<file path="src/design/twdhe_pkg.sv">
// types and constants of the two-wire debug host engine
`default_nettype none

package twdhe_pkg;

  // input operation codes
  typedef enum logic [2:0] {
    OP_ADDR_WRITE = 3'd0,
    OP_ADDR_READ  = 3'd1,
    OP_DATA_WRITE = 3'd2,
    OP_DATA_READ  = 3'd3,
    OP_SAMPLE     = 3'd4
  } op_e;

  // transaction phase
  typedef enum logic [1:0] {
    PH_IDLE = 2'd0,
    PH_WAIT = 2'd1,
    PH_READ = 2'd2
  } phase_e;

  // instruction codes sent on the link, lsb first
  localparam logic [1:0] INS_DATA_READ  = 2'd0;
  localparam logic [1:0] INS_DATA_WRITE = 2'd1;
  localparam logic [1:0] INS_ADDR_READ  = 2'd2;
  localparam logic [1:0] INS_ADDR_WRITE = 2'd3;

  // length field of data operations
  localparam logic [1:0] LEN_ONE_BYTE = 2'd0;

  localparam int unsigned SEQ_W = 13;
  localparam int unsigned CNT_W = 4;

  // strobes per request or sample, final strobe included
  localparam logic [CNT_W-1:0] N_ADDR_WRITE = 4'd12;
  localparam logic [CNT_W-1:0] N_ADDR_READ  = 4'd4;
  localparam logic [CNT_W-1:0] N_DATA_WRITE = 4'd14;
  localparam logic [CNT_W-1:0] N_DATA_READ  = 4'd6;
  localparam logic [CNT_W-1:0] N_SAMPLE     = 4'd1;

  localparam logic [3:0] READ_BITS = 4'd8;

  // link transaction state
  typedef struct packed {
    phase_e     phase;
    logic [1:0] cur_op;
    logic [3:0] bit_count;
    logic [7:0] read_shift;
  } state_t;

  // strobe burst caused by one item
  typedef struct packed {
    logic             emit;
    logic [SEQ_W-1:0] seq;
    logic [CNT_W-1:0] count;
    logic             fin_en;
    logic             fin_done;
    logic [7:0]       fin_rb;
  } burst_t;

endpackage

`default_nettype wire

</file>
<file path="src/design/twdhe_decode.sv">
// per-item decode: strobe burst and next link state
`default_nettype none

module twdhe_decode
  import twdhe_pkg::*;
(
  input  wire logic [2:0] operation_i,
  input  wire logic [7:0] byte_value_i,
  input  wire logic       sampled_bit_i,
  input  wire state_t     cur_i,
  output state_t          nxt_o,
  output burst_t          burst_o
);

  logic [3:0] bc_inc;
  logic [7:0] rs_shift;

  assign bc_inc   = cur_i.bit_count + 4'd1;
  assign rs_shift = {sampled_bit_i, cur_i.read_shift[7:1]};

  always_comb begin
    nxt_o   = cur_i;
    burst_o = '0;
    unique case (op_e'(operation_i))
      OP_ADDR_WRITE, OP_ADDR_READ, OP_DATA_WRITE, OP_DATA_READ: begin
        if (cur_i.phase == PH_IDLE) begin
          burst_o.emit     = 1'b1;
          nxt_o.cur_op     = operation_i[1:0];
          nxt_o.bit_count  = '0;
          nxt_o.read_shift = '0;
          unique case (op_e'(operation_i))
            OP_ADDR_WRITE: begin
              burst_o.seq      = {2'b00, byte_value_i, INS_ADDR_WRITE, 1'b0};
              burst_o.count    = N_ADDR_WRITE;
              burst_o.fin_en   = 1'b1;
              burst_o.fin_done = 1'b1;
              nxt_o.phase      = PH_IDLE;
            end
            OP_ADDR_READ: begin
              burst_o.seq   = {10'd0, INS_ADDR_READ, 1'b0};
              burst_o.count = N_ADDR_READ;
              nxt_o.phase   = PH_READ;
            end
            OP_DATA_WRITE: begin
              burst_o.seq   = {byte_value_i, LEN_ONE_BYTE, INS_DATA_WRITE, 1'b0};
              burst_o.count = N_DATA_WRITE;
              nxt_o.phase   = PH_WAIT;
            end
            default: begin
              burst_o.seq   = {8'd0, LEN_ONE_BYTE, INS_DATA_READ, 1'b0};
              burst_o.count = N_DATA_READ;
              nxt_o.phase   = PH_WAIT;
            end
          endcase
        end
      end
      OP_SAMPLE: begin
        unique case (cur_i.phase)
          // waiting for the target to signal ready
          PH_WAIT: begin
            burst_o.emit  = 1'b1;
            burst_o.count = N_SAMPLE;
            if (sampled_bit_i) begin
              if (cur_i.cur_op == 2'(OP_DATA_WRITE)) begin
                burst_o.fin_en   = 1'b1;
                burst_o.fin_done = 1'b1;
                nxt_o.phase      = PH_IDLE;
              end else begin
                nxt_o.phase      = PH_READ;
                nxt_o.bit_count  = '0;
                nxt_o.read_shift = '0;
              end
            end
          end
          // shifting in read data, lsb first
          PH_READ: begin
            burst_o.emit     = 1'b1;
            burst_o.count    = N_SAMPLE;
            nxt_o.read_shift = rs_shift;
            nxt_o.bit_count  = bc_inc;
            if (bc_inc >= READ_BITS) begin
              burst_o.fin_en   = 1'b1;
              burst_o.fin_done = 1'b1;
              burst_o.fin_rb   = rs_shift;
              nxt_o.phase      = PH_IDLE;
            end
          end
          default: begin
          end
        endcase
      end
      default: begin
      end
    endcase
  end

endmodule

`default_nettype wire

</file>
<file path="src/design/two_wire_debug_host_engine.sv">
// top level of the two-wire debug host engine
// Usage: the input channel takes one item per beat: a request (address write,
// address read, data write, data read) or a line sample. Each accepted item
// yields zero or more strobe beats on the output channel, one per cycle while
// out_ready_i is high, the last one flagged by run_last_o. Requests while
// idle give 4 to 14 strobes, a sample while a transaction is open gives
// exactly one, ignored items give none. The first strobe of an item passes
// the input register and then the strobe register before it is offered.
// One further item is held in the input register while a burst is sent.
// Reset clears the link state to idle and drops any pending item or burst.
// A stall on the output holds the current strobe unchanged; the input
// register then fills and in_ready_o falls until strobes drain.
`default_nettype none

module two_wire_debug_host_engine
  import twdhe_pkg::*;
(
  input  wire logic       clk_i,
  input  wire logic       rst_ni,
  input  wire logic       in_valid_i,
  output logic            in_ready_o,
  input  wire logic [2:0] operation_i,
  input  wire logic [7:0] byte_value_i,
  input  wire logic       sampled_bit_i,
  output logic            out_valid_o,
  input  wire logic       out_ready_i,
  output logic            drive_enable_o,
  output logic            drive_value_o,
  output logic [7:0]      read_byte_o,
  output logic            transaction_done_o,
  output logic            run_last_o
);

  logic             s1_valid_q;
  logic [2:0]       s1_op_q;
  logic [7:0]       s1_byte_q;
  logic             s1_bit_q;
  state_t           state_q, state_d;
  burst_t           burst;
  logic             busy_q;
  logic [CNT_W-1:0] cnt_q;
  logic [SEQ_W-1:0] seq_q;
  logic             fin_en_q;
  logic             fin_done_q;
  logic [7:0]       fin_rb_q;
  logic             is_last;
  logic             out_fire;
  logic             emit_free;
  logic             s1_consume;
  logic             load;

  // decode of the held item
  twdhe_decode u_decode (
    .operation_i   (s1_op_q),
    .byte_value_i  (s1_byte_q),
    .sampled_bit_i (s1_bit_q),
    .cur_i         (state_q),
    .nxt_o         (state_d),
    .burst_o       (burst)
  );

  // handshake control
  assign is_last    = (cnt_q == N_SAMPLE);
  assign out_fire   = busy_q && out_ready_i;
  assign emit_free  = !busy_q || (out_ready_i && is_last);
  assign s1_consume = s1_valid_q && (!burst.emit || emit_free);
  assign load       = s1_consume && burst.emit;
  assign in_ready_o = !s1_valid_q || s1_consume;

  // input register
  always_ff @(posedge clk_i or negedge rst_ni) begin
    if (!rst_ni) begin
      s1_valid_q <= 1'b0;
    end else if (in_ready_o) begin
      s1_valid_q <= in_valid_i;
    end
  end

  always_ff @(posedge clk_i) begin
    if (in_ready_o && in_valid_i) begin
      s1_op_q   <= operation_i;
      s1_byte_q <= byte_value_i;
      s1_bit_q  <= sampled_bit_i;
    end
  end

  // link state, advanced once per consumed item
  always_ff @(posedge clk_i or negedge rst_ni) begin
    if (!rst_ni) begin
      state_q <= '{phase: PH_IDLE, cur_op: 2'd0, bit_count: 4'd0, read_shift: 8'd0};
    end else if (s1_consume) begin
      state_q <= state_d;
    end
  end

  // strobe register control
  always_ff @(posedge clk_i or negedge rst_ni) begin
    if (!rst_ni) begin
      busy_q <= 1'b0;
      cnt_q  <= '0;
    end else if (load) begin
      busy_q <= 1'b1;
      cnt_q  <= burst.count;
    end else if (out_fire) begin
      if (is_last) begin
        busy_q <= 1'b0;
      end else begin
        cnt_q <= cnt_q - N_SAMPLE;
      end
    end
  end

  // strobe register payload
  always_ff @(posedge clk_i) begin
    if (load) begin
      seq_q      <= burst.seq;
      fin_en_q   <= burst.fin_en;
      fin_done_q <= burst.fin_done;
      fin_rb_q   <= burst.fin_rb;
    end else if (out_fire && !is_last) begin
      seq_q <= {1'b0, seq_q[SEQ_W-1:1]};
    end
  end

  // output beat
  assign out_valid_o        = busy_q;
  assign drive_enable_o     = is_last ? fin_en_q : 1'b1;
  assign drive_value_o      = is_last ? 1'b0 : seq_q[0];
  assign read_byte_o        = is_last ? fin_rb_q : 8'd0;
  assign transaction_done_o = is_last && fin_done_q;
  assign run_last_o         = is_last;

endmodule

`default_nettype wire

</file>
<file path="config.mk">
export PLATFORM = sky130hd
export DESIGN_NAME = two_wire_debug_host_engine
export DESIGN_NICKNAME = d
export VERILOG_FILES = /design/src/design/twdhe_pkg.sv /design/src/design/twdhe_decode.sv /design/src/design/two_wire_debug_host_engine.sv
export SDC_FILE = /design/constraint.sdc
export NUM_CORES = 1
export LEC_CHECK = 0
export ABC_AREA = 0
export ABC_CLOCK_PERIOD_IN_PS = 2300
export BUFFER_PORTS_ARGS = -buffer_cell sky130_fd_sc_hd__clkbuf_2
export CORE_AREA = 10 10 88 90
export DETAILED_ROUTE_END_ITERATION = 6
export DIE_AREA = 0 0 98 100
export PLACE_DENSITY = 0.65
export REMOVE_ABC_BUFFERS = 1
export SLEW_MARGIN = 20
export SYNTH_ARGS = -nofsm -noshare
export SYNTH_HDL_FRONTEND = slang
export SYNTH_SLANG_ARGS = --single-unit
</file>
<file path="constraint.sdc">
create_clock -name clk_i -period 2.3 [get_ports clk_i]
set_clock_uncertainty 0.15 [all_clocks]
set_input_delay 0.115 -clock clk_i [delete_from_list [all_inputs] [get_ports clk_i]]
set_output_delay 0.115 -clock clk_i [all_outputs]
set_load 0.02 [all_outputs]
</file>
=== Word-level counts from Yosys, hierarchy flattened ===
Index checks and enable logic that the tools add are counted.

* Bits in registers: 57
* Logic and storage cells: 92
* Input port bits: 16

* $add $sub $neg: 2
* $lt $le $gt $ge: 1
* Equal/unequal tests: 14
* Muxes and demuxes: 33
* Reductions and logical operators: 28

{| class="wikitable"
|+ Operators with widths
! kind !! number
|-
| $pmux W17 S3 || 1
|-
| $pmux W12 S2 || 2
|-
| $mux W13 || 3
|-
| $mux W12 || 2
|-
| $mux W20 || 1
|-
| $mux W16 || 1
|-
| $mux W2 || 6
|-
| $mux W4 || 3
|-
| $pmux W2 S2 || 3
|-
| $pmux W6 S2 || 1
|-
| $reduce_and A6 Y1 || 2
|-
| $mux W10 || 1
|-
| $ne A3 B3 Y1 const B || 3
|-
| $mux W8 || 1
|-
| $reduce_bool A2 Y1 || 4
|-
| $logic_and A1 B1 Y1 || 7
|-
| $eq A3 B2 Y1 const B || 2
|-
| $mux W1 || 6
|-
| $pmux W3 S2 || 1
|-
| $reduce_and A3 Y1 || 2
|-
| $add A4 B1 Y4 const B || 1
|-
| $eq A2 B2 Y1 const B || 2
|-
| $eq A4 B1 Y1 const B || 1
|-
| $ge A4 B4 Y1 const B || 1
|-
| other kinds (14) || 21
|}

=== Logic depth before layout (Yosys ltp) ===
* Depth in word-level cells: 10
* Depth in mapped cells: 8

=== Hierarchy ===
From an unflattened synthesis, not the netlist that was laid out.

* Cell total of the unflattened synthesis: 238
* Area total of the unflattened synthesis: 2,990.4 um^2

{| class="wikitable"
|+ By module, submodules not included
! module !! area each (um^2) !! times used !! sequential area each (um^2) !! cells an instance
|-
| two_wire_debug_host_engine || 2,378.5 || 1 || 1,601.5 || 147
|-
| twdhe_decode || 611.8 || 1 || 0.0 || 91
|}

=== Worst setup path after synthesis ===
Ideal clock, no wire load.

* Kind: reg-to-reg
* Start point: reg state_q[14] (netlist name)
* End point: reg state_q[1] (netlist name)
* Data arrival time: 1.955 ns
* Stages on the path, launching flop included: 9
* Buffers on the path: 1
* Required time: 2.025 ns
* Path slack: 0.070 ns
* Path through: dfrtp_1 -> inv_1 -> ha_1 -> nand4bb_4 -> a221o_2 -> clkinv_4 -> and2_4 -> buf_12 -> mux2_4

* Cells in the longest elaborated chain, start to end: 8

{| class="wikitable"
|+ Ends and longest elaborated chain
! item !! RTL line !! source
|-
| start: declaration || two_wire_debug_host_engine.sv:38 || <nowiki>state_t state_q, state_d;</nowiki>
|-
| start signal: assignment || two_wire_debug_host_engine.sv:90 || <nowiki>state_q <= '{phase: PH_IDLE, cur_op: 2'd0, bit_count: 4'd0, read_shift: 8'd0};</nowiki>
|-
| start signal: assignment || two_wire_debug_host_engine.sv:92 || <nowiki>state_q <= state_d;</nowiki>
|-
| $eq A2 B1 Y1 / $eq A2 B2 Y1 (equally long branches) || twdhe_decode.sv:58 || <nowiki>unique case (cur_i.phase)</nowiki>
|-
| $reduce_or A2 Y1 (no source line) || - ||
|-
| $mux W1 || twdhe_decode.sv:58 ||
|-
| $pmux W1 S2 || twdhe_decode.sv:24 || <nowiki>unique case (op_e'(operation_i))</nowiki>
|-
| $logic_not A1 Y1 || two_wire_debug_host_engine.sv:66 || <nowiki>assign s1_consume = s1_valid_q && (!burst.emit || emit_free);</nowiki>
|-
| $logic_or A1 B1 Y1 || two_wire_debug_host_engine.sv:66 ||
|-
| $logic_and A1 B1 Y1 || two_wire_debug_host_engine.sv:66 ||
|-
| $reduce_and A6 Y1 (no source line) || - ||
|}

Parallel ways exist; a longest one is shown, timed or not.
A chain may end at the register's enable or synchronous reset.

=== Worst setup path after layout ===
* Start point: reg state_q[15] (netlist name)
* End point: reg seq_q[2], data pin

* Cells in the longest elaborated chain, start to end: 9

{| class="wikitable"
|+ Ends and longest elaborated chain
! item !! RTL line !! source
|-
| $eq A2 B1 Y1 / $eq A2 B2 Y1 (equally long branches) || twdhe_decode.sv:58 ||
|-
| $reduce_or A2 Y1 (no source line) || - ||
|-
| $mux W1 || twdhe_decode.sv:58 ||
|-
| $pmux W1 S2 || twdhe_decode.sv:24 ||
|-
| $logic_not A1 Y1 || two_wire_debug_host_engine.sv:66 ||
|-
| $logic_or A1 B1 Y1 || two_wire_debug_host_engine.sv:66 ||
|-
| $logic_and A1 B1 Y1 || two_wire_debug_host_engine.sv:66 ||
|-
| $logic_and A1 B1 Y1 || two_wire_debug_host_engine.sv:67 || <nowiki>assign load = s1_consume && burst.emit;</nowiki>
|-
| $mux W13 (*) || two_wire_debug_host_engine.sv:115 || <nowiki>if (load) begin</nowiki>
|-
| end signal: assignment || two_wire_debug_host_engine.sv:116 || <nowiki>seq_q <= burst.seq;</nowiki>
|-
| end signal: assignment || two_wire_debug_host_engine.sv:121 || <nowiki>seq_q <= {1'b0, seq_q[SEQ_W-1:1]};</nowiki>
|-
| end: declaration || two_wire_debug_host_engine.sv:42 || <nowiki>logic [SEQ_W-1:0] seq_q;</nowiki>
|}

Mark *: on every way between the ends. The rest lies on a longest branch, timed or not.

==> flow_summary.yaml <==
run_status:
  status: "completed"
clock_network:
  cts_sinks: 55
  clk_latency_ps: 300
  htree_num_levels: 2
  clock_path_buffers: 2
  clk_pin_slew_ps: 90
  cts_tree: "done"
  cts_buffers: 5
  clockRootBuffer: "clkbuf_8"
timing:
  setup_viol: 0
  fin_crit_sh_pct: 95.5
  fmax_mhz: 455
  hold_viol_final: 0
  rsz0062_at_grt: "no"
  slew_headroom_pct: 60.0
  slew_violations: 0
  hold_slack_ps: 73.1
  tightest_slew_ps: 598
  finalCriticalPeriod_ps: 2200
yosys:
  synthTopCellsByCount: "edfxtp_1, nand2_1, dfrtp_1, inv_1, mux2i_1"
  ys_seq_area_share_pct: 58.4
  synth_top_area_share_pct: 38.5
  yosysMostFrequentCell: "edfxtp_1"
  synth_area_mm2: 0.00265
  ys.warnings.count: 0
  synth_top_area_cell: "edfxtp_1"
  synthCells: 217
  ys_async_sr_fraction_pct: 38.2
  synth.avg_cell_area_um2: 12.2
  synth-seq-cells: 55
  ys.flop_type: "edfxtp_1"
  ys_top_cells_by_area: "edfxtp_1, dfrtp_1, mux2i_1"
  synth-edff-count: 34
  synthDistinctLibCells: 53
route:
  totalWireLength_mm: 5.01
  drc: 0
  drtAntennaViolNets: 0
  firstDrtPassIters: 4
  drtIter0Drc: 74
  wl_per_cell_um: 13.9
  via_per_inst: 4.98
  num_vias: 1791
global_routing:
  met3_usage_pct: 3.09
  grt_max_degree: 22
  met2_usage_pct: 17.3
  track_usage_pct: 10.7
  grt_pass1_vias: 1865
  grt.overflow.total: 0
  antenna_found_initial: 0
  top_usage_layer: "met2"
  grt_pass1_wl_mm: 8.78
  grtUsageMet1_pct: 13.5
pwr:
  power_w: 0.00327
  power.leakage_nw: 1.43
  peakVddDrop_uv: 504
  p_per_area_mw_per_mm2: 989
place:
  place_inst: 337
  io_buffers: 29
  dp_hpwl_mm: 3.61
  place_congestion: 0.846
worst_setup_path:
  worstSetupPathType: "flip-flop to flip-flop"
  worstSetupEndpointType: "flip-flop"
  critPathRequiredTime_ps: 2210
  crit_arrival_ps: 2100
  startpoint_type: "flip-flop"
  cp_max_fo: 13
floorplan:
  initial_core_util_pct: 43.2
  row_count: 29
  die_area_mm2: 0.00980
  fp.dieH_um: 100
  coreArea_mm2: 0.00613
  die_w_um: 98
  io_pins: 30
worst_hold_path:
  worstHoldPathType: "primary input to flip-flop"
final_layout:
  drive_above_1_share_pct: 26.9
  layout.cells.non_filler: 360
  insertedDiodeCount: 0
  fill_cells: 524
  syn2layout_area_growth_pct: 24.9
  fin_nets: 304
run:
  max_cap_viol_count: 0
[per-stage QoR]
stage	cell area, um^2	setup WS, ps	utilization [%]	setup TNS [ps]
6_report	3310	103	54.0	0
5_1_grt	3310	11.4	54.0	0
4_1_cts	3270	6.06	53.4	0
3_5_place_dp	3010	-41.2	49.2	-499
3_3_place_gp	3010	22.9	49.2	0
2_1_floorplan	2590	-446	-	-7020
[worst max-delay path, stage by stage, from the launching register on]
cell       delay, ps
dfrtp_1          360
inv_1             80
ha_4             280
nand4bb_4        100
buf_4            160
a221o_2          400
buf_4            200
a22o_1           240
[logic make-up (layout without fill, tap and decap cells)]
| family | Yosys count | in the layout | share of synthesized area [%] |
|---|---|---|---|
| muxes | 18 | 18 | 7.46 |
| and+or+nand+nor | 74 | 74 | 15.8 |
| DFF | 55 | 55 | 58.4 |
| xor gates and xnor gates | 1 | 1 | 0.331 |
| AOI/OAI and AO/OA | 34 | 34 | 9.96 |
| buffers and inverters | 29 | 95 | 5.24 |
| adders and majority gates | 6 | 6 | 2.83 |
[where the power goes]
| group | internal (W) | switching [W] |
|---|---|---|
| registers | 0.00138 | 0.000123 |
| logic | 0.000537 | 0.000612 |
| clock network | 0.000325 | 0.000300 |
[path summary, 6_finish.rpt]
path,from,to,slack [ps],cells past startpoint
worst max-delay path,state_q[15]$_DFFE_PN0P_,seq_q[2]$_DFFE_PP_,100,7
worst min-delay path,out_ready_i,cnt_q[2]$_DFFE_PN0P_,70,3
worst max register to register,state_q[15]$_DFFE_PN0P_,seq_q[2]$_DFFE_PP_,100,7
worst min register to register,out_valid_o$_DFFE_PN0P_,out_valid_o$_DFFE_PN0P_,360,2
max in group asynchronous,rst_ni,cnt_q[1]$_DFFE_PN0P_,1480,2
min in group asynchronous,rst_ni,s1_valid_q$_DFFE_PN0P_,170,2
[what timing repair did]
item                       4_1_cts  5_1_grt
setup buffers                    0        1
pin swaps                        0        1
hold buffers                    14        0
hold endpoints to repair        34        0
gates resized for setup          2        5
setup endpoints to repair       13       14
[layout by cell type, fill, tap and decap left out, types with 2 or more instances in the layout]
cell           netlist  final
nand3_1              5      5
nand4bb_4            2      2
and3_1               4      4
dfrtp_1             21     21
buf_4                0     21
mux2i_1             13     13
nand2_1             25     25
nor2_1              12     12
dlygate4sd3_1        0     14
and2_1              10     10
clkbuf_2             0     29
o21ai_0              7      7
mux2_4               3      3
a21oi_1              2      2
a22o_1               2      2
clkbuf_8             0      5
a21o_1               3      3
ha_1                 6      4
a211oi_1             3      3
inv_1               20     20
edfxtp_1            34     34
nand2b_1             5      5
[flip-flops by register name, summed over array words and instances (netlist names)]
register     count
s1_valid_q       1
fin_rb_q         8
s1_byte_q        8
state_q         15
s1_bit_q         1
seq_q           13
cnt_q            4
s1_op_q          3
out_valid_o      1
fin_en_q         1
[routing by layer]
| layer | vias up | part of all wire, % | routed length, um |
|---|---|---|---|
| met5 | - | 0 | 0 |
| met4 | 0 | 1.4 | 70 |
| met3 | 6 | 5.4 | 273 |
| met2 | 39 | 47 | 2370 |
| met1 | 851 | 46 | 2300 |
| li1 | 895 | - | - |
[layout make-up]
cell class                 instances  area, um^2  share of cell area, %
inverter                          21        83.8                   2.53
timing repair buffer              66         478                   14.4
sequential                        55        1550                   46.7
multi-input combinational        133         996                   30.1
clock inverter                     2        37.5                   1.13
clock buffer                       6        72.6                   2.19
tap                               77        96.3                   2.91
Note: power is estimated with default switching activity, not from simulation.
